File: src/design/gcrm_pkg.sv
package gcrm_pkg;

  localparam int RANGE_BITS       = 17;
  localparam int ANG_W            = 16;
  localparam int COL_W            = 11;
  localparam int ROWW_W           = 12;
  localparam int CFG_W            = 16;
  localparam int CFG_IDX_W        = 2;
  localparam int MAX_ROW_WIDTH_DEF = 2048;
  localparam int QUEUE_DEPTH_DEF  = 4;

  localparam logic [ROWW_W-1:0] ROW_WIDTH_RST   = 12'd1600;
  localparam logic [CFG_W-1:0]  GATE_OFFSET_RST = 16'd80;
  localparam logic [CFG_W-1:0]  GATE_SLOPE_RST  = 16'd256;

  // configuration register indexes
  localparam logic [CFG_IDX_W-1:0] REG_ROW_WIDTH   = 2'd0;
  localparam logic [CFG_IDX_W-1:0] REG_GATE_OFFSET = 2'd1;
  localparam logic [CFG_IDX_W-1:0] REG_GATE_SLOPE  = 2'd2;

  localparam logic [31:0] Q30_ONE   = 32'h4000_0000;
  localparam logic [31:0] SIN_SEED  = 32'd3864;

  typedef struct packed {
    logic [RANGE_BITS-1:0] r;
    logic                  v;
    logic [ANG_W-1:0]      az;
    logic [ANG_W-1:0]      el;
  } pix_t;

  // one filter job: left, center, right pixel plus output tags
  typedef struct packed {
    pix_t             l;
    pix_t             c;
    pix_t             rt;
    logic [COL_W-1:0] col;
    logic             done;
  } job_t;

  // odd sine polynomial coefficients, Horner order, Q30
  function automatic logic [31:0] sin_coef(input logic [2:0] s);
    logic [31:0] c;
    case (s)
      3'd1:    c = 32'd172272;
      3'd2:    c = 32'd5026997;
      3'd3:    c = 32'd85569306;
      3'd4:    c = 32'd693598668;
      3'd5:    c = 32'd1686629713;
      default: c = 32'd0;
    endcase
    return c;
  endfunction

endpackage

File: src/design/gcrm_queue.sv
module gcrm_queue #(
  parameter int DEPTH = gcrm_pkg::QUEUE_DEPTH_DEF
) (
  input  logic           clk,
  input  logic           rst_n,
  input  logic           wr_valid,
  output logic           wr_ready,
  input  gcrm_pkg::job_t wr_job,
  output logic           rd_valid,
  input  logic           rd_ready,
  output gcrm_pkg::job_t rd_job
);
  import gcrm_pkg::*;

  localparam int AW = (DEPTH > 1) ? $clog2(DEPTH) : 1;

  job_t          mem_r [DEPTH];
  logic [AW-1:0] wp_r, rp_r;
  logic [AW:0]   cnt_r;
  logic          push, pop;

  assign wr_ready = (cnt_r != (AW+1)'(DEPTH));
  assign rd_valid = (cnt_r != '0);
  assign rd_job   = mem_r[rp_r];
  assign push     = wr_valid && wr_ready;
  assign pop      = rd_valid && rd_ready;

  always_ff @(posedge clk) begin
    if (!rst_n) begin
      wp_r  <= '0;
      rp_r  <= '0;
      cnt_r <= '0;
    end else begin
      if (push) begin
        wp_r <= (wp_r == AW'(DEPTH-1)) ? '0 : wp_r + AW'(1);
      end
      if (pop) begin
        rp_r <= (rp_r == AW'(DEPTH-1)) ? '0 : rp_r + AW'(1);
      end
      cnt_r <= cnt_r + (AW+1)'(push) - (AW+1)'(pop);
    end
  end

  always_ff @(posedge clk) begin
    if (push) begin
      mem_r[wp_r] <= wr_job;
    end
  end

endmodule

File: config.mk
export PLATFORM = sky130hd
export DESIGN_NAME = gcrm_queue
export DESIGN_NICKNAME = d
export VERILOG_FILES = /design/src/design/gcrm_pkg.sv /design/src/design/gcrm_queue.sv
export SDC_FILE = /design/constraint.sdc
export NUM_CORES = 1
export LEC_CHECK = 0
export BUFFER_PORTS_ARGS = -buffer_cell sky130_fd_sc_hd__buf_4
export CORE_ASPECT_RATIO = 1.75
export CORE_MARGIN = 2
export CORE_UTILIZATION = 55
export CTS_CLUSTER_SIZE = 30
export DETAILED_ROUTE_END_ITERATION = 8
export GPL_TIMING_DRIVEN = 0
export MAX_ROUTING_LAYER = met4
export PLACE_DENSITY_LB_ADDON = 0.2
export SLEW_MARGIN = 20
export SYNTH_ARGS = -nofsm -noshare
export SYNTH_HDL_FRONTEND = slang
export SYNTH_SLANG_ARGS = --single-unit
File: constraint.sdc
create_clock -name clk -period 10.6 [get_ports clk]
set_clock_uncertainty 0.15 [all_clocks]
set_input_delay 2.12 -clock clk [delete_from_list [all_inputs] [get_ports clk]]
set_output_delay 2.12 -clock clk [all_outputs]
set_load 0.02 [all_outputs]
==> results.md <==
* Status: completed
* Relative slew slack at 51.44%
* Non-Filler Instances at between 1500 and 2000
* # DRC at 0
* Arrival @ worst endpoint at between 2 and 2.5 ns
* DIE HEIGHT at 279.3 µm
* R2R cell count at 12
* Sequential element share of the synthesized area at 82.45%
* Hold Fails Final Rpt at 0
* Clock buffer depth at 3
* CP Max Fanout at 10
* Area fraction of the dominant cell type after synthesis at 81.69%
* Die area at approximately 0.045 mm²
* Hold slack at 0.3659 ns
* Largest net degree at the start of global routing at 46
* DR pass1 iterations at 5
* RSZ-0062 raised after global routing: false
* Core area at between 0.04 and 0.05 mm²
* Worst setup EP type: output pin
* Die width at 161.3 µm
* CP required at 8.33 ns
* Pwr dens at around 240 mW/mm²
* VDD IR max at 0.2091 mV
* Grt ovf at 0
* Number of buffers created by CTS at 55
* Max-cap violations at 0
* Leakage power total at 9.837 nW
* Final Net Count at around 1500
* Post-Syn Nets at 1072
* Period utilization at around 44%
* Yosys top cell by area: edfxtp_1
* Hold path cells at 2
* Cells after Synth at 898
* Initial Utilization at a little under three fifths
* Port-buffer cells at 329
* Peak Freq at 213.1 MHz
* Final setup viols at 0
* CP Cell Sequence: buf_2 -> buf_2 -> buf_2 -> mux4_2 -> buf_4
* Avg Synthesized Cell Area at 26.52 µm²
* Clock latency on the worst-skew pair at between 0.5 and 0.6 ns
* WL final at between 40 and 50 mm
* Setup TNS Final at 0 ns
* GP Congestion at 0.7629
* Rows at 100
* Post_cts resized at 0
* Post-Syn Area at ~0.024 mm²
* Clk sinks at 657
* Max incr delay on CP at 0.38 ns
* Clk slew on worst S/H paths at ~0.060 ns
* First-pass GRT wire length at 67.83 mm
* #FFs+latches synth at 657
* Synth area leaders: edfxtp_1, mux4_2, dfxtp_1
* Inst Count DP at 1803
* Vias in the first global route at 11611
* Slowest CP cell: mux4_2
* Post-DP HPWL at 29.08 mm
* Final slew viol count at 0
* Slew at the pin closest to its max-slew limit at roughly 0.73 ns
* Crit path kind: reg -> out
* CTS tree: done
* Final worst path period need at 4.692 ns
* Detailed Route Iter0 Violations at 631
* Boundary Pins at 330
* Hold crit path type: reg -> reg
* Htree depth at 2
* Vias/cell at 5.650
* Routed via count at 10786
* # fillers at around 2700
* GRT Total Usage at 20.77%
* Netlist cell types at 26
* Ys Warns at 0
* Avg WL per Cell at 23.57 µm
* Worst setup SP type: register
* Commonest non-fill, non-tap cell in the layout: edfxtp_1
* Area growth from synthesis to layout at 23.06%
* DRT antenna net count at 0
* Antenna violations before repair at 5
* Postcts setup bufs at 0
* Share of cells above drive strength 1 at around 46%
* Most frequent cell on the critical path: buf_2
* Root Buffer: clkbuf_16
* Commonest cells after routing, fill and taps aside: edfxtp_1, buf_4, mux4_2
* Cts hold-fix bufs at 0
==> worst max-delay path: cells and delay by family (launching register included) <==
kind / cells / cell delay, ns
buffers and inverters: 4 / 1.15
multiplexers: 1 / 0.38
flip-flops: 1 / 0.30
==> kinds of logic (layout without fill, tap and decap cells) <==
logic type / count (synthesis) / in the layout / share of synthesized area, %
AO/OA/AOI/OAI: 4 / 4 / 0.09455
XOR/XNOR: 2 / 2 / 0.07355
adder cells (fa/ha/maj): 8 / 8 / 0.4517
buffers and inverters: 44 / 489 / 1.108
flip-flops: 657 / 657 / 82.45
multiplexers: 163 / 163 / 15.36
other: 0 / 5 / 0
AND/OR/NAND/NOR: 20 / 20 / 0.4623
==> registers in the layout, indices dropped and copies added (netlist names), named ones only <==
register  cells
mem_r       648
cnt_r         3
rp_r          2
wp_r          2
==> Yosys cell counts, drive strengths merged <==
| cell | instances |
|---|---|
| and2 | 3 |
| and3 | 4 |
| buf | 30 |
| clkbuf | 8 |
| dfxtp | 9 |
| edfxtp | 648 |
| fa | 1 |
| ha | 7 |
| inv | 6 |
| mux2i | 1 |
| mux4 | 162 |
| nand2 | 5 |
| nand3 | 2 |
| nand4 | 1 |
| nor2 | 2 |
| nor2b | 1 |
| o21ai | 3 |
| o31ai | 1 |
| or3 | 1 |
| or3b | 1 |
| xnor2 | 2 |
==> report_power, final <==
group          switching (mW)  leakage (nW)  total (mW)  internal [mW]
Clock                   0.859         0.913        2.10           1.24
Combinational            1.00          2.91        1.86          0.864
Sequential             0.0561          6.01        3.20           3.14
==> per-stage QoR <==
stage          power, mW  cell area [µm²]  setup WS (ns)  util (%)
6_report           7.159            29310          5.908     68.70
5_1_grt            7.416            29310          5.778     68.70
4_1_cts            7.251            29300          5.811     68.67
3_5_place_dp       5.153            27390          6.442     64.21
3_3_place_gp       5.171            26990         0.8005     63.26
2_1_floorplan      4.407            23820          4.043         -
==> routing by layer <==
| layer | vias up | global-route usage (%) | part of all wire [%] |
|---|---|---|---|
| met5 | - | - | 0 |
| met3 | 105 | 4.353 | 6.4 |
| met1 | 5631 | 23.84 | 35 |
| met4 | 0 | 9.776 | 5.2 |
| li1 | 4693 | - | - |
| met2 | 357 | 35.11 | 54 |
==> area by class of cell <==
| class | instances | area, µm² | share of cell area, % |
|---|---|---|---|
| multi-input combinational | 197 | 3936 | 13.43 |
| timing repair buffer | 344 | 2853 | 9.732 |
| antenna | 5 | 12.51 | 0.04269 |
| inverter | 6 | 22.52 | 0.07683 |
| clock buffer | 68 | 1446 | 4.934 |
| sequential | 657 | 19640 | 67.00 |
| buffer | 38 | 241.5 | 0.8238 |
| tap | 561 | 701.9 | 2.395 |
| clock inverter | 33 | 459.2 | 1.567 |
==> path summary, 6_finish.rpt <==
| check | from | endpoint | slack (ns) |
|---|---|---|---|
| worst min-delay path | wp_r[1]$_SDFFE_PN0P_ | wp_r[1]$_SDFFE_PN0P_ | 0.37 |
| worst min register to register | wp_r[1]$_SDFFE_PN0P_ | wp_r[1]$_SDFFE_PN0P_ | 0.37 |
| worst max register to register | cnt_r[1]$_SDFF_PN0_ | cnt_r[2]$_SDFF_PN0_ | 7.92 |
| worst max-delay path | register | rd_job[105] | 5.91 |
Note: power is estimated with default switching activity, not from simulation.
