--- src/design/gcrm_pkg.sv ---
package gcrm_pkg;

  localparam int RANGE_BITS       = 17;
  localparam int ANG_W            = 16;
  localparam int COL_W            = 11;
  localparam int ROWW_W           = 12;
  localparam int CFG_W            = 16;
  localparam int CFG_IDX_W        = 2;
  localparam int MAX_ROW_WIDTH_DEF = 2048;
  localparam int QUEUE_DEPTH_DEF  = 4;

  localparam logic [ROWW_W-1:0] ROW_WIDTH_RST   = 12'd1600;
  localparam logic [CFG_W-1:0]  GATE_OFFSET_RST = 16'd80;
  localparam logic [CFG_W-1:0]  GATE_SLOPE_RST  = 16'd256;

  // configuration register indexes
  localparam logic [CFG_IDX_W-1:0] REG_ROW_WIDTH   = 2'd0;
  localparam logic [CFG_IDX_W-1:0] REG_GATE_OFFSET = 2'd1;
  localparam logic [CFG_IDX_W-1:0] REG_GATE_SLOPE  = 2'd2;

  localparam logic [31:0] Q30_ONE   = 32'h4000_0000;
  localparam logic [31:0] SIN_SEED  = 32'd3864;

  typedef struct packed {
    logic [RANGE_BITS-1:0] r;
    logic                  v;
    logic [ANG_W-1:0]      az;
    logic [ANG_W-1:0]      el;
  } pix_t;

  // one filter job: left, center, right pixel plus output tags
  typedef struct packed {
    pix_t             l;
    pix_t             c;
    pix_t             rt;
    logic [COL_W-1:0] col;
    logic             done;
  } job_t;

  // odd sine polynomial coefficients, Horner order, Q30
  function automatic logic [31:0] sin_coef(input logic [2:0] s);
    logic [31:0] c;
    case (s)
      3'd1:    c = 32'd172272;
      3'd2:    c = 32'd5026997;
      3'd3:    c = 32'd85569306;
      3'd4:    c = 32'd693598668;
      3'd5:    c = 32'd1686629713;
      default: c = 32'd0;
    endcase
    return c;
  endfunction

endpackage

--- src/design/gcrm_back.sv ---
module gcrm_back (
  input  logic                             clk,
  input  logic                             rst_n,
  input  logic                             job_valid,
  output logic                             job_ready,
  input  gcrm_pkg::job_t                   job,
  input  logic [gcrm_pkg::CFG_W-1:0]       gate_offset,
  input  logic [gcrm_pkg::CFG_W-1:0]       gate_slope,
  output logic                             out_valid,
  input  logic                             out_ready,
  output logic [gcrm_pkg::COL_W-1:0]       out_column,
  output logic [gcrm_pkg::RANGE_BITS-1:0]  out_filtered_range,
  output logic                             out_filtered_valid,
  output logic                             out_row_done
);
  import gcrm_pkg::*;

  localparam logic [3:0] ST_IDLE  = 4'd0;
  localparam logic [3:0] ST_SINIT = 4'd1;
  localparam logic [3:0] ST_SMUL  = 4'd2;
  localparam logic [3:0] ST_SUPD  = 4'd3;
  localparam logic [3:0] ST_QMUL  = 4'd4;
  localparam logic [3:0] ST_QUPD  = 4'd5;
  localparam logic [3:0] ST_HMUL  = 4'd6;
  localparam logic [3:0] ST_HUPD  = 4'd7;
  localparam logic [3:0] ST_SQRT  = 4'd8;
  localparam logic [3:0] ST_KMUL  = 4'd9;
  localparam logic [3:0] ST_KUPD  = 4'd10;
  localparam logic [3:0] ST_PMUL  = 4'd11;
  localparam logic [3:0] ST_CMP   = 4'd12;
  localparam logic [3:0] ST_OUT   = 4'd13;

  logic [3:0]            st_r;
  job_t                  job_r;
  logic [RANGE_BITS-1:0] res_r;
  logic [1:0]            ai_r, qs_r;
  logic [2:0]            s_r;
  logic [30:0]           t_r, t2_r;
  logic [31:0]           p_r;
  logic [30:0]           sm_r [4];
  logic [3:0]            sn_r;
  logic [30:0]           p1_r, p2_r, p3_r, uh_r;
  logic                  p2n_r;
  logic [63:0]           x_r, rt_r, mp_r;
  logic [4:0]            j_r;
  logic [31:0]           ks_r;

  logic                  out_valid_r, out_done_r, out_fv_r;
  logic [COL_W-1:0]      out_col_r;
  logic [RANGE_BITS-1:0] out_rng_r;

  logic [16:0]           ang;
  logic [15:0]           rq;
  logic [30:0]           t_new;
  logic [31:0]           ma, mb;
  logic [RANGE_BITS-1:0] lo, hi, dflt;
  logic                  gated;
  logic [30:0]           mq;
  logic [31:0]           hsum;
  logic [63:0]           bitv, sqs, lhs, rhs;
  logic                  out_free;

  // angle for the current sine: el diff, az diff, then both elevation cosines
  always_comb begin
    case (ai_r)
      2'd0:    ang = {1'b0, job_r.l.el} - {1'b0, job_r.rt.el};
      2'd1:    ang = {1'b0, job_r.l.az} - {1'b0, job_r.rt.az};
      2'd2:    ang = {job_r.l.el, 1'b0} + 17'h08000;
      default: ang = {job_r.rt.el, 1'b0} + 17'h08000;
    endcase
    rq    = ang[15] ? (16'd32768 - {1'b0, ang[14:0]}) : {1'b0, ang[14:0]};
    t_new = {rq, 15'd0};
  end

  // shared multiplier operand select
  always_comb begin
    ma = '0;
    mb = '0;
    case (st_r)
      ST_SMUL: begin
        if (s_r == 3'd0) begin
          ma = {1'b0, t_r};
          mb = {1'b0, t_r};
        end else if (s_r == 3'd6) begin
          ma = p_r;
          mb = {1'b0, t_r};
        end else begin
          ma = p_r;
          mb = {1'b0, t2_r};
        end
      end
      ST_QMUL: begin
        case (qs_r)
          2'd0: begin
            ma = {1'b0, sm_r[0]};
            mb = {1'b0, sm_r[0]};
          end
          2'd1: begin
            ma = {1'b0, sm_r[2]};
            mb = {1'b0, sm_r[3]};
          end
          2'd2: begin
            ma = {1'b0, sm_r[1]};
            mb = {1'b0, sm_r[1]};
          end
          default: begin
            ma = {1'b0, p2_r};
            mb = {1'b0, p3_r};
          end
        endcase
      end
      ST_HMUL: begin
        ma = {1'b0, uh_r};
        mb = Q30_ONE - {1'b0, uh_r};
      end
      ST_KMUL: begin
        ma = {16'd0, gate_slope};
        mb = rt_r[31:0];
      end
      ST_PMUL: begin
        ma = ks_r;
        mb = 32'(lo);
      end
      default: begin
        ma = '0;
        mb = '0;
      end
    endcase
  end

  always_comb begin
    lo   = (job_r.l.r < job_r.rt.r) ? job_r.l.r : job_r.rt.r;
    hi   = (job_r.l.r < job_r.rt.r) ? job_r.rt.r : job_r.l.r;
    gated = job.c.v && job.l.v && job.rt.v;
    if (!job.c.v) begin
      dflt = '0;
    end else if (job.l.v && !job.rt.v) begin
      dflt = (job.l.r > job.c.r) ? job.l.r : job.c.r;
    end else if (job.rt.v && !job.l.v) begin
      dflt = (job.rt.r > job.c.r) ? job.rt.r : job.c.r;
    end else begin
      dflt = job.c.r;
    end
    mq   = mp_r[60:30];
    hsum = {1'b0, p1_r} + {1'b0, mq};
    bitv = 64'd1 << {j_r, 1'b0};
    sqs  = rt_r + bitv;
    lhs  = 64'(hi - lo) << 23;
    rhs  = (64'(gate_offset) << 23) + mp_r;
  end

  assign job_ready = (st_r == ST_IDLE);
  assign out_free  = !out_valid_r || out_ready;

  always_ff @(posedge clk) begin
    mp_r <= ma * mb;
  end

  always_ff @(posedge clk) begin
    if (!rst_n) begin
      st_r        <= ST_IDLE;
      out_valid_r <= 1'b0;
    end else begin
      if ((st_r == ST_OUT) && out_free) begin
        out_valid_r <= 1'b1;
      end else if (out_ready) begin
        out_valid_r <= 1'b0;
      end
      unique case (st_r)
        ST_IDLE: begin
          if (job_valid) begin
            st_r <= gated ? ST_SINIT : ST_OUT;
          end
        end
        ST_SINIT: st_r <= ST_SMUL;
        ST_SMUL:  st_r <= ST_SUPD;
        ST_SUPD: begin
          if (s_r != 3'd6) begin
            st_r <= ST_SMUL;
          end else if (ai_r == 2'd3) begin
            st_r <= ST_QMUL;
          end else begin
            st_r <= ST_SINIT;
          end
        end
        ST_QMUL: st_r <= ST_QUPD;
        ST_QUPD: st_r <= (qs_r == 2'd3) ? ST_HMUL : ST_QMUL;
        ST_HMUL: st_r <= ST_HUPD;
        ST_HUPD: st_r <= ST_SQRT;
        ST_SQRT: begin
          if (j_r == 5'd0) begin
            st_r <= ST_KMUL;
          end
        end
        ST_KMUL: st_r <= ST_KUPD;
        ST_KUPD: st_r <= ST_PMUL;
        ST_PMUL: st_r <= ST_CMP;
        ST_CMP:  st_r <= ST_OUT;
        ST_OUT: begin
          if (out_free) begin
            st_r <= ST_IDLE;
          end
        end
        default: st_r <= ST_IDLE;
      endcase
    end
  end

  // datapath
  always_ff @(posedge clk) begin
    case (st_r)
      ST_IDLE: begin
        if (job_valid) begin
          job_r <= job;
          res_r <= dflt;
          ai_r  <= 2'd0;
          qs_r  <= 2'd0;
        end
      end
      ST_SINIT: begin
        t_r        <= t_new;
        sn_r[ai_r] <= ang[16];
        p_r        <= SIN_SEED;
        s_r        <= 3'd0;
      end
      ST_SUPD: begin
        if (s_r == 3'd0) begin
          t2_r <= mq;
        end else if (s_r == 3'd6) begin
          sm_r[ai_r] <= mq;
          ai_r       <= ai_r + 2'd1;
        end else begin
          p_r <= sin_coef(s_r) - mp_r[61:30];
        end
        s_r <= s_r + 3'd1;
      end
      ST_QUPD: begin
        case (qs_r)
          2'd0: p1_r <= mq;
          2'd1: begin
            p2_r  <= mq;
            p2n_r <= sn_r[2] ^ sn_r[3];
          end
          2'd2: p3_r <= mq;
          default: begin
            // h = sdp^2 +/- cos*cos*sdt^2, clamped to [0, 1]
            if (p2n_r) begin
              uh_r <= (mq > p1_r) ? '0 : (p1_r - mq);
            end else begin
              uh_r <= (hsum > Q30_ONE) ? Q30_ONE[30:0] : hsum[30:0];
            end
          end
        endcase
        qs_r <= qs_r + 2'd1;
      end
      ST_HUPD: begin
        x_r  <= {3'd0, mp_r[58:28], 30'd0};
        rt_r <= '0;
        j_r  <= 5'd31;
      end
      ST_SQRT: begin
        if (x_r >= sqs) begin
          x_r  <= x_r - sqs;
          rt_r <= (rt_r >> 1) + bitv;
        end else begin
          rt_r <= rt_r >> 1;
        end
        j_r <= j_r - 5'd1;
      end
      ST_KUPD: ks_r <= mp_r[46:15];
      ST_CMP: begin
        if (lhs <= rhs) begin
          if (job_r.c.r < lo) begin
            res_r <= lo;
          end else if (job_r.c.r > hi) begin
            res_r <= hi;
          end
        end
      end
      ST_OUT: begin
        if (out_free) begin
          out_col_r  <= job_r.col;
          out_rng_r  <= res_r;
          out_fv_r   <= job_r.c.v;
          out_done_r <= job_r.done;
        end
      end
      default: ;
    endcase
  end

  assign out_valid          = out_valid_r;
  assign out_column         = out_col_r;
  assign out_filtered_range = out_rng_r;
  assign out_filtered_valid = out_fv_r;
  assign out_row_done       = out_done_r;

  a_sqrt_arg: assert property (@(posedge clk) disable iff (!rst_n)
    (st_r == ST_SQRT) |-> ({1'b0, uh_r} <= Q30_ONE))
    else $error("gate h out of [0,1] during square root");

  a_sin_step: assert property (@(posedge clk) disable iff (!rst_n)
    (st_r == ST_SMUL || st_r == ST_SUPD) |-> (s_r <= 3'd6))
    else $error("sine step counter overrun");

  a_cmp_out: assert property (@(posedge clk) disable iff (!rst_n)
    (st_r == ST_CMP) |=> (st_r == ST_OUT))
    else $error("gate compare not followed by result load");

  a_lo_hi: assert property (@(posedge clk) disable iff (!rst_n)
    (st_r == ST_CMP) |-> (lo <= hi))
    else $error("neighbor min/max swapped");

endmodule

--- config.mk ---
export PLATFORM = sky130hd
export DESIGN_NAME = gcrm_back
export DESIGN_NICKNAME = d
export VERILOG_FILES = /design/src/design/gcrm_pkg.sv /design/src/design/gcrm_back.sv
export SDC_FILE = /design/constraint.sdc
export NUM_CORES = 2
export LEC_CHECK = 0
export ABC_CLOCK_PERIOD_IN_PS = 15840
export BUFFER_PORTS_ARGS = -buffer_cell sky130_fd_sc_hd__clkbuf_2
export CAP_MARGIN = 20
export CORE_MARGIN = 2
export CORE_UTILIZATION = 33
export CTS_BUF_LIST = sky130_fd_sc_hd__clkbuf_4 sky130_fd_sc_hd__clkbuf_8
export DETAILED_ROUTE_END_ITERATION = 10
export PLACE_DENSITY_LB_ADDON = 0.08
export RECOVER_POWER = 50
export SYNTH_ARGS = -nofsm -noshare
export SYNTH_HDL_FRONTEND = slang
export SYNTH_SLANG_ARGS = --single-unit
--- constraint.sdc ---
create_clock -name clk -period 15.84 [get_ports clk]
set_input_delay 1.584 -clock clk [delete_from_list [all_inputs] [get_ports clk]]
set_output_delay 1.584 -clock clk [all_outputs]
set_load 0.01 [all_outputs]
==> impl_metrics.toml <==
[run]
drv_cap = 17

[logic_synthesis]
syn_nets = 10300
synth-simple-area-share_pct = 14.4
synth_top_area_share_pct = 25.2
yosys_warnings = 0
synth_top_family_by_area = "adder cells"
synthFlopType = "edfxtp_1"
syn_inst = 8567
synth_top_cell_by_area = "edfxtp_1"
synthXorXnorAreaFrac_pct = 4.22
synth_adder_area_share_pct = 32.9
synthMuxAreaShare_pct = 0.661
synth_edf_count = 677
seq_area_frac_synth_pct = 26.9
yosys-top-cells-area = "edfxtp_1, fa_1, ha_1, inv_1, nand2_1"
synth_compound_area_share_pct = 13.7
synthDistinctLibCells = 95
syn_avg_cell_area_um2 = 9.42
ys_ff_latch = 746
ys_async_sr_fraction_pct = 0
syn_area_um2 = 80700

[setup_path]
worstSetupPathType = "reg -> reg"
reg2regPathDepth = 36
max_stage_delay_ps = 620
arrival_ps = 13770
r2r_slack_ps = 2880
crit_top_cell = "fa_1"
r2r_start = "uh_r[4]"
slowest_stage = "fa_1"
cp-startpoint = "uh_r[4]"
cp-end-kind = "flop"
cp.required_ps = 16650
worstReg2RegEnd = "mp_r[62]"
critPathLaunchType = "flop"
cp_max_fo = 15

[layout]
multi_input_area_um2 = 53500
fillers = 25000
nets = 10500
areaGrowthSynthToFinish_pct = 9.98
regArea_um2 = 21700
drive_above_1_share_pct = 7.43
final_cell_area_um2 = 88700

[clock_tree]
cts_root_buf = "clkbuf_8"
clockBufferDepth = 3
clk_latency_ps = 940
hold_buffers = 0
cts.sinks = 746
cts_buffers = 148
clkTransAtPathRegs_ps = 60
cts_resized = 0
postCtsSetupBuffers = 0
h-tree-depth = 4
cts_tree = "built"

[sta]
drv_slew = 401
holdWs_ps = 415
tightestPinTransition_ps = 3010
slew_headroom_pct = -101
skew_ps = 63.2
grt_setup_unrepaired = "false"
finalHoldViolCount = 0
period_minus_slack_ps = 12960
finalSetupTns_ps = 0
setup_viol = 0
post-route-period-util_pct = 81.8
fmax_ghz = 0.0772

[power]
p_leak_nw = 36.9
ir_drop_mv = 0.100
totalPowerFinal_mw = 14.4
powerDensity_nw_per_um2 = 162

[floorplanning]
die_h_um = 498
num_rows = 181
initial_utilization_pct = 33.2
die-area_um2 = 248000
io_pins = 230
coreArea_um2 = 243000
die_x_um = 498

[min_path]
hold_class = "reg -> reg"
hold_path_depth = 0
hp-start = "job_r[9]"
min_delay_worst_endpoint = "out_column[8]"

[routing]
avgRoutedWirePerCell_um = 25.3
vias = 64200
wl_um = 304000
post_drt_via_cell_ratio = 5.34
drcViolationCount = 0
drt-pass1-iter-count = 8
drtIter0Drc = 4975
drtAntennaViolNets = 0

[global_routing]
grt_start_max_net_pins = 86
first_global_vias = 65600
grt_util_all_layers_pct = 24.3
grt_first_pass_wirelength_um = 447000
grt_overflow = 0
antenna_found_initial = 19

[placement]
hpwlAfterDp_um = 240000
io_buffer_count = 197
gp_congestion = 0.949
post_dp_cell_area_um2 = 86000

[outcome]
status = "finished, violations left"
violations = "max-capacitance violations, max-slew violations"
[metrics by stage]
step                      instances  util, %  setup slack (ps)
final                         12000     36.5              2880
after global placement        11800     35.3              2540
after global routing          12000     36.5              2150
after floorplan                8567        -              5040
after CTS                     12000     36.6              2800
after detailed placement      11800     35.3              2900
[power breakdown]
part | switching, mW | internal (mW)
sequential | 0.337 | 2.65
clock | 0.990 | 1.10
combinational | 6.27 | 3.07
[placed cells by master (no fill, tap or decap), types with 72 or more instances in the layout]
master / count
a21oi_1: 388
ha_1: 676
nor2b_1: 86
nor3_1: 81
clkbuf_2: 128
xor2_1: 161
a221oi_1: 80
inv_1: 1139
clkbuf_8: 154
nand2_1: 1055
edfxtp_1: 677
xnor2_1: 228
nand2b_1: 101
a21o_1: 144
a31oi_1: 103
o21ai_0: 274
buf_4: 141
fa_1: 903
nand4_1: 72
nor2_1: 830
nand3_1: 121
clkbuf_1: 106
[layout make-up]
type,instances,area share (%)
clock inverter,71,0.665
clock buffer,197,2.75
timing repair buffer,380,2.44
tap,3202,4.51
inverter,1142,4.83
antenna,4,0.0113
multi-input combinational,6293,60.3
sequential,746,24.5
[Yosys cell counts (87+ instances only)]
master    number
a21o_1       144
a21oi_1      394
a31oi_1      104
clkbuf_1     341
edfxtp_1     677
fa_1         903
ha_1         678
inv_1       1140
nand2_1     1059
nand2b_1     101
nand3_1      123
nor2_1       835
nor2b_1       87
o21ai_0      279
xnor2_1      228
xor2_1       161
[kinds of logic (layout without fill, tap and decap cells)]
logic type               after synthesis  after routing
AO/OA/AOI/OAI                       1631           1631
XOR/XNOR                             389            389
adder cells (fa/ha/maj)             1581           1581
buffers and inverters               1528           1790
flip-flops                           746            746
multiplexers                          51             51
other                                  1              5
AND/OR/NAND/NOR                     2640           2640
[state kept, by name, summed over array words and instances, names as in the netlist, 11 cells and up]
signal	flops
job_r	128
ks_r	32
mp_r	64
out_column	11
out_filtered_range	17
p1_r	31
p2_r	31
p3_r	31
p_r	32
res_r	17
rt_r	64
sm_r	124
t2_r	31
t_r	16
uh_r	31
x_r	64
[worst max-delay path, delay by kind of cell (launching register included)]
| family | cells | cell delay [ps] |
|---|---|---|
| and+or+nand+nor | 12 | 4000 |
| buffers and inverters | 3 | 170 |
| DFF | 1 | 510 |
| xor gates and xnor gates | 2 | 490 |
| AOI/OAI and AO/OA | 10 | 3280 |
| adders and majority gates | 9 | 4420 |
[how the worst max path moves through the flow]
| stage | end | slack (ps) |
|---|---|---|
| 6_report | mp_r[62] | 2880 |
| 5_1_grt | mp_r[62] | 2150 |
| 4_1_cts | mp_r[62] | 2800 |
| 3_5_place_dp | mp_r[62] | 2900 |
| 3_3_place_gp | mp_r[62] | 2540 |
| 2_1_floorplan | x_r[0] | 5040 |
[metal layers]
layer  GRT usage [%]  vias to the layer above  routed length (µm)
met2            38.9                     1967              139000
met3            2.68                      403               15900
li1                -                    29400                   -
met1            33.9                    32500              138000
met4            8.54                        4               11400
met5               0                        -                  27
Note: power is estimated with default switching activity, not from simulation.
