--- src/design/gcrm_pkg.sv ---
package gcrm_pkg;

  localparam int RANGE_BITS       = 17;
  localparam int ANG_W            = 16;
  localparam int COL_W            = 11;
  localparam int ROWW_W           = 12;
  localparam int CFG_W            = 16;
  localparam int CFG_IDX_W        = 2;
  localparam int MAX_ROW_WIDTH_DEF = 2048;
  localparam int QUEUE_DEPTH_DEF  = 4;

  localparam logic [ROWW_W-1:0] ROW_WIDTH_RST   = 12'd1600;
  localparam logic [CFG_W-1:0]  GATE_OFFSET_RST = 16'd80;
  localparam logic [CFG_W-1:0]  GATE_SLOPE_RST  = 16'd256;

  // configuration register indexes
  localparam logic [CFG_IDX_W-1:0] REG_ROW_WIDTH   = 2'd0;
  localparam logic [CFG_IDX_W-1:0] REG_GATE_OFFSET = 2'd1;
  localparam logic [CFG_IDX_W-1:0] REG_GATE_SLOPE  = 2'd2;

  localparam logic [31:0] Q30_ONE   = 32'h4000_0000;
  localparam logic [31:0] SIN_SEED  = 32'd3864;

  typedef struct packed {
    logic [RANGE_BITS-1:0] r;
    logic                  v;
    logic [ANG_W-1:0]      az;
    logic [ANG_W-1:0]      el;
  } pix_t;

  // one filter job: left, center, right pixel plus output tags
  typedef struct packed {
    pix_t             l;
    pix_t             c;
    pix_t             rt;
    logic [COL_W-1:0] col;
    logic             done;
  } job_t;

  // odd sine polynomial coefficients, Horner order, Q30
  function automatic logic [31:0] sin_coef(input logic [2:0] s);
    logic [31:0] c;
    case (s)
      3'd1:    c = 32'd172272;
      3'd2:    c = 32'd5026997;
      3'd3:    c = 32'd85569306;
      3'd4:    c = 32'd693598668;
      3'd5:    c = 32'd1686629713;
      default: c = 32'd0;
    endcase
    return c;
  endfunction

endpackage

--- src/design/gcrm_front.sv ---
module gcrm_front #(
  parameter int MAX_ROW_WIDTH = gcrm_pkg::MAX_ROW_WIDTH_DEF
) (
  input  logic                        clk,
  input  logic                        rst_n,
  input  logic                        in_valid,
  output logic                        in_ready,
  input  gcrm_pkg::pix_t              in_pix,
  input  logic [gcrm_pkg::ROWW_W-1:0] row_width,
  output logic                        job_valid,
  input  logic                        job_ready,
  output gcrm_pkg::job_t              job
);
  import gcrm_pkg::*;

  localparam int CNT_W = $clog2(MAX_ROW_WIDTH);

  logic [CNT_W-1:0] k_r;
  pix_t             win0_r, win1_r, head0_r, head1_r;
  job_t             jb_r [3];
  logic [1:0]       jn_r, jh_r;

  logic [12:0] w_ext, w, k_ext, km1;
  logic        accept, last, mid;
  job_t        job_a, job_b, job_c;

  always_comb begin
    w_ext = {1'b0, row_width};
    if (w_ext < 13'd3) begin
      w = 13'd3;
    end else if (w_ext > 13'(MAX_ROW_WIDTH)) begin
      w = 13'(MAX_ROW_WIDTH);
    end else begin
      w = w_ext;
    end
    k_ext = 13'(k_r);
    km1   = k_ext - 13'd1;
    mid   = (k_ext >= 13'd2);
    last  = mid && ((k_ext + 13'd1) >= w);
    job_a = '{l: win0_r, c: win1_r, rt: in_pix, col: km1[COL_W-1:0], done: 1'b0};
    job_b = '{l: win1_r, c: in_pix, rt: head0_r, col: k_ext[COL_W-1:0], done: 1'b0};
    job_c = '{l: in_pix, c: head0_r, rt: head1_r, col: '0, done: 1'b1};
  end

  assign job_valid = (jn_r != 2'd0);
  assign job       = jb_r[jh_r];
  assign in_ready  = (jn_r == 2'd0) || ((jn_r == 2'd1) && job_ready);
  assign accept    = in_valid && in_ready;

  always_ff @(posedge clk) begin
    if (!rst_n) begin
      k_r  <= '0;
      jn_r <= 2'd0;
      jh_r <= 2'd0;
    end else if (accept) begin
      jh_r <= 2'd0;
      jn_r <= last ? 2'd3 : (mid ? 2'd1 : 2'd0);
      k_r  <= last ? '0 : CNT_W'(k_ext + 13'd1);
    end else if (job_valid && job_ready) begin
      jh_r <= jh_r + 2'd1;
      jn_r <= jn_r - 2'd1;
    end
  end

  always_ff @(posedge clk) begin
    if (accept) begin
      win0_r <= win1_r;
      win1_r <= in_pix;
      if (k_ext == 13'd0) begin
        head0_r <= in_pix;
      end
      if (k_ext == 13'd1) begin
        head1_r <= in_pix;
      end
      jb_r[0] <= job_a;
      jb_r[1] <= job_b;
      jb_r[2] <= job_c;
    end
  end

endmodule

--- config.mk ---
export PLATFORM = sky130hd
export DESIGN_NAME = gcrm_front
export DESIGN_NICKNAME = d
export VERILOG_FILES = /design/src/design/gcrm_pkg.sv /design/src/design/gcrm_front.sv
export SDC_FILE = /design/constraint.sdc
export NUM_CORES = 1
export LEC_CHECK = 0
export ABC_AREA = 0
export BUFFER_PORTS_ARGS = -buffer_cell sky130_fd_sc_hd__buf_4
export CAP_MARGIN = 20
export CORE_AREA = 2 2 214 174
export DETAILED_ROUTE_END_ITERATION = 8
export DIE_AREA = 0 0 216 176
export HOLD_SLACK_MARGIN = 0.03
export MAX_ROUTING_LAYER = met4
export PLACE_DENSITY_LB_ADDON = 0.1
export RECOVER_POWER = 100
export SKIP_LAST_GASP = 1
export SLEW_MARGIN = 0
export SYNTH_ARGS = -nofsm -noshare
export SYNTH_HDL_FRONTEND = slang
export SYNTH_SLANG_ARGS = --single-unit
--- constraint.sdc ---
create_clock -name clk -period 7.96 [get_ports clk]
set_input_delay 0.796 -clock clk [delete_from_list [all_inputs] [get_ports clk]]
set_output_delay 0.796 -clock clk [all_outputs]
set_load 0.01 [all_outputs]
==> summary.txt, run 1 <==
Run status
  – Status: finished, violations left
  – Failing checks: max-capacitance violations, max-slew violations

Yosys
  – FFs w/ async S/R, synth: 0%
  – Synth unique cells: 43
  – Post-synthesis sequential area ratio: 72.37%
  – Count leader, synth: edfxtp_1
  – Synth area leaders: edfxtp_1, mux2i_1, o21ai_0
  – Synth warn: 0
  – Ys flop type: edfxtp_1
  – Syn Nets: 1178
  – Commonest cells in the synthesized netlist: edfxtp_1, nand2_1, mux2i_1
  – Post-synth EDFFs: 372
  – Syn_area_per_cell: 14.55 µm²
  – Dominant cell type by area after synthesis: edfxtp_1
  – Synthesized instance count: 1093
  – Top cell type's share of synthesized area: 70.23%
  – Mapped Area: 0.01591 mm²
  – Number of synthesized register bits: 389

Job
  – Max cap viols: 5

Clock network
  – Clock sinks: 389
  – CTS H-tree lvls: 2
  – Hold Buf Count CTS: 0
  – Worst-path clk slew: 0.06 ns
  – Clk buf depth: 3
  – Clock tree from TritonCTS: done
  – Clk_lat worst skew: 0.53 ns
  – Num CTS Buffers: 40
  – Clock root buffer: clkbuf_16
  – Post-CTS sizing: 0
  – Post-CTS Setup Inserts: 0

Final layout
  – Multi-input logic area: 0.004041 mm²
  – Share of layout cells above drive strength 1: 6.721%
  – Fillers: 3174
  – Layout Area Growth over Synthesis: 16.72%
  – Fin util: 52.03%
  – Register area: 0.01151 mm²
  – Fin area: 0.01857 mm²
  – Nets: 1392

Global route
  – First-pass GRT wire length: 49.38 mm
  – Total track usage: 17.01%
  – GRT overflow: 0
  – Pin count of the biggest net entering global routing: 154
  – Vias in the first global route: 8765
  – Initial antenna violation count: 2

Setup path
  – Worst Path Arrival: 5.35 ns
  – CP Cell Sequence: inv_1 -> ha_1 -> a21o_1 -> nand2_1 -> inv_8 -> clkbuf_2
  – Setup crit end kind: register
  – Worst setup path class: reg -> reg
  – CP peak stage delay: 2.72 ns
  – Req. time, crit path: 8.00 ns
  – Critical path fanouts, max: 153
  – Setup crit start kind: register
  – CP max-delay cell: clkbuf_2

Floorplanning
  – # rows: 62
  – Chip width: 216 µm
  – Die height: 176 µm
  – Core area: 0.03568 mm²
  – Ports: 230
  – Die area: 0.03802 mm²
  – Initial Util: 44.58%

Place
  – Post-DP Area: 0.01804 mm²
  – Hpwl dp: 19.27 mm
  – Buffers on Ports: 229
  – Setup WS pre-CTS: 4.359 ns
  – Placer Congestion: 0.7603

STA
  – Tcrit/Tclk final: 66.72%
  – Fin crit period: 5.311 ns
  – Worst Tran Pin Value: 3.859 ns
  – Pins over their slew limit: 361
  – Setup TNS: 0 ns
  – RSZ-0062 raised after global routing: no
  – Fmax: 188.3 MHz
  – Worst slew margin: -157.3%
  – Final setup fails: 0
  – Final hold viol count: 0
  – Clk_skew: 0.01600 ns
  – Setup WS post-layout: 2.649 ns

Route
  – Remaining DRCs: 0
  – WL per Instance: 17.37 µm
  – Drt pass-1 iters: 5
  – Via Count: 9092
  – Final wirelength: 31.63 mm
  – DR vias/cell: 4.993
  – First DRT Iteration DRCs: 614
  – ANT nets after route: 0

Power
  – Peak supply drop: 288.7 µV
  – P per Cell Area: 363.6 mW/mm²
  – Static Leak: 5.835 nW

Worst hold path
  – Worst hold-check path type: reg -> reg
-- worst max-delay path, delay by kind of cell (launching register included) --
family	cells	cell delay [ns]
AO/OA/AOI/OAI	1	0.12
adder cells (fa/ha/maj)	1	0.21
buffers and inverters	3	3.49
flip-flops	1	0.34
AND/OR/NAND/NOR	1	0.40
-- flip-flops by register name (all words and copies together) (netlist names), named ones only --
register  cells
head0_r      50
k_r          11
head1_r      50
jh_r          2
jb_r        180
job_a        92
jn_r          2
job           1
-- metal layers --
| metal | part of all wire, % | track usage [%] | vias up |
|---|---|---|---|
| li1 | - | - | 4490 |
| met1 | 48 | 23.85 | 4348 |
| met2 | 44 | 25.20 | 204 |
| met3 | 5.4 | 3.566 | 50 |
| met4 | 2.2 | 4.966 | 0 |
| met5 | 0 | - | - |
-- area by class of cell --
type | count | area share (%)
Clock buffer | 50 | 5.708
Sequential cell | 389 | 62.00
Timing Repair Buffer | 234 | 5.358
Antenna cell | 2 | 0.02696
Clock inverter | 24 | 1.638
Multi-Input combinational cell | 631 | 21.77
Inverter | 11 | 0.2628
Tap cell | 480 | 3.235
-- path summary, 6_finish.rpt --
check,from,to,slack [ns],depth (start not counted)
worst max-delay path,jn_r[0],jb_r[0][119],2.65,6
worst min-delay path,head1_r[8],jb_r[2][20],0.41,0
worst max register to register,jn_r[0],jb_r[0][119],2.65,6
worst min register to register,head1_r[8],jb_r[2][20],0.41,0
-- cell usage in the layout, fill, tap and decap left out, types with 8 or more instances in the layout --
| master | count |
|---|---|
| edfxtp_1 | 372 |
| clkbuf_1 | 218 |
| nand2_1 | 187 |
| mux2i_1 | 161 |
| o21ai_0 | 153 |
| clkbuf_16 | 41 |
| nor2_1 | 22 |
| buf_4 | 21 |
| ha_1 | 19 |
| dfxtp_1 | 17 |
| xnor2_1 | 10 |
| xor2_1 | 10 |
| nand3_1 | 9 |
| inv_1 | 9 |
| a21oi_1 | 8 |
-- stage by stage --
step | total power, W | hold slack, ns | cells
global route | 0.007122 | 0.4171 | 1821
floorplan | 0.004312 | 0.4003 | 1093
finish | 0.006751 | 0.4089 | 1821
detailed placement | 0.005147 | 0.4045 | 1744
global placement | 0.005111 | 0.4000 | 1744
CTS | 0.007098 | 0.4150 | 1818
-- cell families (layout without fill, tap and decap cells) --
logic type	count (synthesis)	count (layout)	synth area share (%)
adder cells (fa/ha/maj)	19	19	1.495
other	0	2	0
AND/OR/NAND/NOR	252	252	6.883
XOR/XNOR	20	20	1.148
flip-flops	389	389	72.37
buffers and inverters	73	319	1.919
multiplexers	161	161	10.13
AO/OA/AOI/OAI	179	179	6.057
-- power by group --
group	switching [W]	internal, W
Combinational	0.00103	0.000479
Sequential	0.000259	0.00305
Clock	0.000761	0.00118
Power figures use the tool's default switching activity.
==> run 2, diff against run 1 <==
Clock period 7.96 ns to 4.5 ns, I/O delays scaled along.
==> summary.txt, run 2 (synthesis gave the netlist of run 1 again) <==
Final layout
  – Register name with the most flops: jb_r
  – Commonest non-fill, non-tap cell in the layout: edfxtp_1
  – Most frequent cells in the layout: edfxtp_1, clkbuf_1, nand2_1, mux2i_1, o21ai_0
  – Nets: 1397 (+0.36%)
  – Fin util: 51.84% (-0.18 points)
  – Share of layout cells above drive strength 1: 7.223% (+0.50 points)
  – Layout Area Growth over Synthesis: 16.31%
  – Max reg flops: 180 (unchanged)
  – Fin area: 0.01850 mm² (-0.35%)

Floorplanning
  – # rows: 62 (unchanged)
  – Initial Util: 44.58% (unchanged)
  – Die height: 176 µm (unchanged)
  – Ports: 230 (unchanged)
  – Die area: 0.03802 mm² (unchanged)
  – Chip width: 216 µm (unchanged)
  – Core area: 0.03568 mm² (unchanged)

Setup path
  – Critical path fanouts, max: 137 (-10%)
  – Req. time, crit path: 4.05 ns (-3.95 ns)
  – CP Cell Sequence: buf_12 -> o21ai_0 -> clkbuf_1
  – Path depth of the worst reg2reg path: 6 (unchanged)
  – Crit Reg-Reg Startpoint: jn_r[0]
  – R2r endpoint: jb_r[0][114]
  – Worst setup path class: reg -> out
  – Setup crit end kind: output port
  – Worst R2R Setup Slack: 0.94 ns (-1.71 ns)
  – CP peak stage delay: 1.60 ns (-1.12 ns)
  – Setup crit start kind: register
  – Worst Path Arrival: 3.19 ns (-2.16 ns)
  – CP max-delay cell: dfxtp_1
  – WP depth: 3 (-3)
  – Cell family with most CP delay: flip-flops
  – CP bufs+invs: 2 (-1)

Route
  – Wl on met1: 14.95 mm (-1.8%)
  – WL per Instance: 17.36 µm (about the same)
  – First DRT Iteration DRCs: 546 (-11%)
  – Top sig layer: met4
  – ANT nets after route: 0 (unchanged)
  – Via Count: 9106 (+0.15%)
  – Routed wl met3: 1.761 mm (+3.2%)
  – Final wirelength: 31.66 mm (+0.11%)
  – Drt pass-1 iters: 4 (-1)
  – Metal2 WL: 14.32 mm (+2.4%)
  – DR vias/cell: 4.992 (about the same)
  – Remaining DRCs: 0 (unchanged)

Power
  – P per Cell Area: 627.8 mW/mm² (+73%)
  – P_sw: 0.003628 W (+77%)
  – Clk pwr share: 27.1% (-1.6 points)
  – Combinational share of power: 23.4% (+1.1 points)
  – Switching Share: 31.24% (+0.88 points)
  – Static Leak: 5.811 nW (-0.41%)
  – Sequential share of power: 49.5% (+0.5 points)
  – P_int: 0.007987 W (+70%)
  – Peak supply drop: 378.1 µV (+31%)

Worst hold path
  – Worst hold-check path type: in -> reg
  – Hold wc startpoint: in_pix[26]
  – Hold endpoint: head0_r[26]
  – Hold Path Depth: 1 (+1)

Clock network
  – Clock tree from TritonCTS: done
  – Clock root buffer: clkbuf_16
  – Hold Buf Count CTS: 0 (unchanged)
  – Clock sinks: 389 (unchanged)
  – Post-CTS sizing: 0 (unchanged)
  – Post-CTS Setup Inserts: 0 (unchanged)
  – Worst-path clk slew: 0.06 ns (about the same)
  – Num CTS Buffers: 40 (unchanged)
  – CTS H-tree lvls: 2 (unchanged)
  – Clk_lat worst skew: 0.53 ns (about the same)
  – Clk buf depth: 3 (unchanged)

Place
  – Buffers on Ports: 229 (unchanged)
  – Hpwl dp: 19.55 mm (+1.4%)
  – Post-DP Area: 0.01815 mm² (+0.59%)
  – Placer Congestion: 0.7453 (-2.0%)
  – Setup WS pre-CTS: 1.195 ns (-3.164 ns)

STA
  – Clk_skew: 0.02027 ns (+0.004267 ns)
  – Tcrit/Tclk final: 80.90%
  – Fmax: 274.7 MHz
  – Fin crit period: 3.641 ns
  – Setup TNS: 0 ns (unchanged)
  – Final setup fails: 0 (unchanged)
  – Setup WS post-layout: 0.8594 ns (-1.790 ns)
  – RSZ-0062 raised after global routing: no
  – Worst slew margin: -26.67% (+130 points)
  – Pins over their slew limit: 344 (-4.7%)
  – Worst Tran Pin Value: 1.897 ns (-1.962 ns)
  – Final hold viol count: 0 (unchanged)

Global route
  – Total track usage: 16.83% (-0.18 points)
  – First-pass GRT wire length: 48.49 mm (-1.8%)
  – Vias in the first global route: 8689 (-0.87%)
  – GRT overflow: 0 (unchanged)
  – Pin count of the biggest net entering global routing: 138 (-10%)
  – Initial antenna violation count: 1 (-1)

Run status
  – Status: finished, violations left
  – Failing checks: max-capacitance violations, max-slew violations

Job
  – Max cap viols: 6 (+1)
[run 2: power by group through the flow]
stage | Combinational, W | Sequential [W] | Clock, W
after global placement | 0.00333 | 0.00576 | 0
after detailed placement | 0.00335 | 0.00580 | 0
after global routing | 0.00302 | 0.00587 | 0.00339
final | 0.00271 | 0.00575 | 0.00315
after floorplan | 0.00179 | 0.00578 | 0
after CTS | 0.00335 | 0.00573 | 0.00325
[run 2: worst max-delay path by stage]
stage	start	end	slack, ns
after global placement	row_width[7]	k_r[7]	1.24
after detailed placement	row_width[7]	k_r[6]	1.19
final	job[0]	job[117]	0.86
after CTS	k_r[0]	k_r[6]	1.35
after global routing	job[0]	job[138]	0.55
after floorplan	jn_r[0]	jb_r[0][10]	-0.86
[run 2: area by class of cell]
cell class	count	area [µm²]
fillers	3233	17180
multi-input cells	631	4049
diodes	1	2.502
clock buffers	50	1080
flip-flops and latches	389	11520
well taps	480	600.6
inverters	11	45.04
repair buffers	239	1033
clock inverters	23	173.9
[run 2: metal layers]
| layer | track usage [%] | vias to the layer above |
|---|---|---|
| li1 | - | 4497 |
| met1 | 23.15 | 4363 |
| met2 | 25.50 | 197 |
| met3 | 3.738 | 49 |
| met4 | 4.481 | 0 |
| met5 | - | - |
[run 2: stage by stage]
| stage | power [W] | instances | hold WS [ns] |
|---|---|---|---|
| floorplan | 0.007570 | 1093 | 0.4003 |
| detailed placement | 0.009144 | 1750 | 0.4045 |
| global route | 0.01228 | 1824 | 0.1242 |
| finish | 0.01162 | 1824 | 0.1418 |
| CTS | 0.01233 | 1823 | 0.06563 |
| global placement | 0.009086 | 1750 | 0.4004 |
==> run 3, diff against run 2 <==
Clock period 4.5 ns to 3.8 ns, I/O delays scaled along.
==> summary.txt, run 3 (synthesis gave the netlist of run 1 again) <==
Run status
  – Status: finished, violations left
  – Failing checks: max-capacitance violations, max-slew violations

Clock network
  – Clk_lat worst skew: 0.53 ns (about the same)
  – Hold Buf Count CTS: 48 (+48)
  – Clk buf depth: 3 (unchanged)
  – Post-CTS sizing: 0 (unchanged)
  – Clock sinks: 389 (unchanged)
  – Post-CTS Setup Inserts: 0 (unchanged)
  – Clock tree from TritonCTS: done
  – CTS H-tree lvls: 2 (unchanged)
  – Num CTS Buffers: 40 (unchanged)
  – Worst-path clk slew: 0.06 ns (about the same)
  – Clock root buffer: clkbuf_16

STA
  – Worst slew margin: -4.782% (+22 points)
  – Tcrit/Tclk final: 85.72%
  – Fin crit period: 3.257 ns
  – Clk_skew: 0.01551 ns (-0.004756 ns)
  – Final setup fails: 0 (unchanged)
  – Setup TNS: 0 ns (unchanged)
  – Fmax: 307.0 MHz
  – Final hold viol count: 0 (unchanged)
  – Pins over their slew limit: 102 (-70%)
  – Setup WS post-layout: 0.5425 ns (-0.3169 ns)
  – Worst Tran Pin Value: 1.572 ns (-0.3257 ns)
  – RSZ-0062 raised after global routing: no

Setup path
  – Worst Path Arrival: 3.68 ns (+0.49 ns)
  – Crit Reg-Reg Startpoint: k_r[1]
  – Req. time, crit path: 4.22 ns (+0.17 ns)
  – Setup crit end kind: register
  – Worst Setup SP: k_r[1]
  – CP Cell Sequence: ha_1 -> nand2_1 -> nor2_1 -> nand3_1 -> xnor2_1 -> ha_1 -> a21oi_1 -> o21ai_1 -> a2111oi_4 -> o21ai_2 -> or3_1 -> o221ai_1
  – CP max-delay cell: dfxtp_1
  – Most used cell along the critical path: ha_1
  – Worst setup path class: reg -> reg
  – Cell family with most CP delay: simple AND/OR/NAND/NOR gates
  – Critical path fanouts, max: 13 (-91%)
  – CP bufs+invs: 0 (-2)
  – Setup crit start kind: register
  – CP peak stage delay: 0.49 ns (-1.11 ns)

Final layout
  – Fillers: 3167 (-2.0%)
  – Register name with the most flops: jb_r
  – Share of layout cells above drive strength 1: 8.261% (+1.0 points)
  – Max reg flops: 180 (unchanged)
  – Layout Area Growth over Synthesis: 20.60%
  – Commonest non-fill, non-tap cell in the layout: edfxtp_1
  – Antenna diode count: 0 (-1)
  – Most frequent cells in the layout: edfxtp_1, clkbuf_1, nand2_1, mux2i_1, o21ai_0
  – Nets: 1450 (+3.8%)

Place
  – Buffers on Ports: 229 (unchanged)
  – Setup WS pre-CTS: 0.5662 ns (-0.6284 ns)
  – Hpwl dp: 19.60 mm (+0.27%)
  – Placer Congestion: 0.7518 (+0.87%)

Route
  – WL per Instance: 16.72 µm (-3.7%)
  – Top sig layer: met4
  – Metal2 WL: 13.88 mm (-3.1%)
  – DR vias/cell: 4.958 (-0.69%)
  – ANT nets after route: 0 (unchanged)
  – Wl on met1: 15.11 mm (+1.0%)
  – Drt pass-1 iters: 7 (+3)
  – First DRT Iteration DRCs: 761 (+39%)
  – Final wirelength: 31.30 mm (-1.2%)
  – Via Count: 9281 (+1.9%)
  – Remaining DRCs: 0 (unchanged)
  – Routed wl met3: 1.692 mm (-3.9%)

Global route
  – Total track usage: 16.70% (-0.13 points)
  – GRT overflow: 0 (unchanged)
  – First-pass GRT wire length: 48.72 mm (+0.47%)
  – Initial antenna violation count: 0 (-1)
  – Pin count of the biggest net entering global routing: 99 (-28%)
  – Vias in the first global route: 8849 (+1.8%)

Job
  – Max cap viols: 2 (-4)

Floorplanning
  – Initial Util: 44.58% (unchanged)
  – Core area: 0.03568 mm² (unchanged)
  – # rows: 62 (unchanged)
  – Die height: 176 µm (unchanged)
  – Die area: 0.03802 mm² (unchanged)
  – Ports: 230 (unchanged)
  – Chip width: 216 µm (unchanged)

Power
  – Peak supply drop: 442.4 µV (+17%)
  – Static Leak: 6.132 nW (+5.5%)
  – Total Power: 0.01414 W (+22%)
  – P per Cell Area: 737.1 mW/mm² (+17%)

Worst hold path
  – Worst hold-check path type: in -> reg
  – Hold wc startpoint: in_pix[37]
-- run 3: worst register-to-register path, cell delays in order, from the launching register on --
cell and delay (ns):
dfxtp_1 0.49, ha_1 0.33, nand2_1 0.08, nor2_1 0.32
nand3_1 0.14, xnor2_1 0.24, ha_1 0.28, a21oi_1 0.12
o21ai_1 0.11, a2111oi_4 0.36, o21ai_2 0.22, or3_1 0.40
o221ai_1 0.07
-- run 3: per-layer routing --
metal | GRT usage [%] | vias to the layer above
li1 | - | 4592
met1 | 23.62 | 4431
met2 | 24.75 | 203
met3 | 3.445 | 55
met4 | 4.452 | 0
met5 | - | -
-- run 3: per-stage QoR --
stage          std cells  hold WS (ns)  cell area (µm²)  utilization (%)
2_1_floorplan       1093        0.4003            15930                -
3_3_place_gp        1755        0.4006            18200            51.00
3_5_place_dp        1755        0.4045            18200            51.00
4_1_cts             1872       0.03225            20040            56.17
5_1_grt             1872       0.09314            19180            53.76
6_report            1872        0.1133            19180            53.76
-- run 3: path summary, 6_finish.rpt --
path                                      to  slack [ns]  cells past startpoint
worst min register to register  jb_r[2][109]        0.41                      0
worst max-delay path                  k_r[5]        0.54                     12
worst max register to register        k_r[5]        0.54                     12
worst min-delay path               job_a[99]        0.11                      1
-- run 3: area by class of cell --
| cell class | instances | area (µm²) | share of cell area (%) |
|---|---|---|---|
| inverter | 11 | 42.54 | 0.2218 |
| timing repair buffer | 292 | 1590 | 8.290 |
| sequential | 389 | 11520 | 60.04 |
| clock inverter | 19 | 275.3 | 1.435 |
| tap | 480 | 600.6 | 3.131 |
| multi-input combinational | 631 | 4068 | 21.20 |
| clock buffer | 50 | 1090 | 5.681 |
-- run 3: where the power goes --
group	switching, W	internal (W)	leakage, nW
sequential	0.000500	0.00631	3.67
combinational	0.00222	0.00105	1.80
clock	0.00156	0.00250	0.666
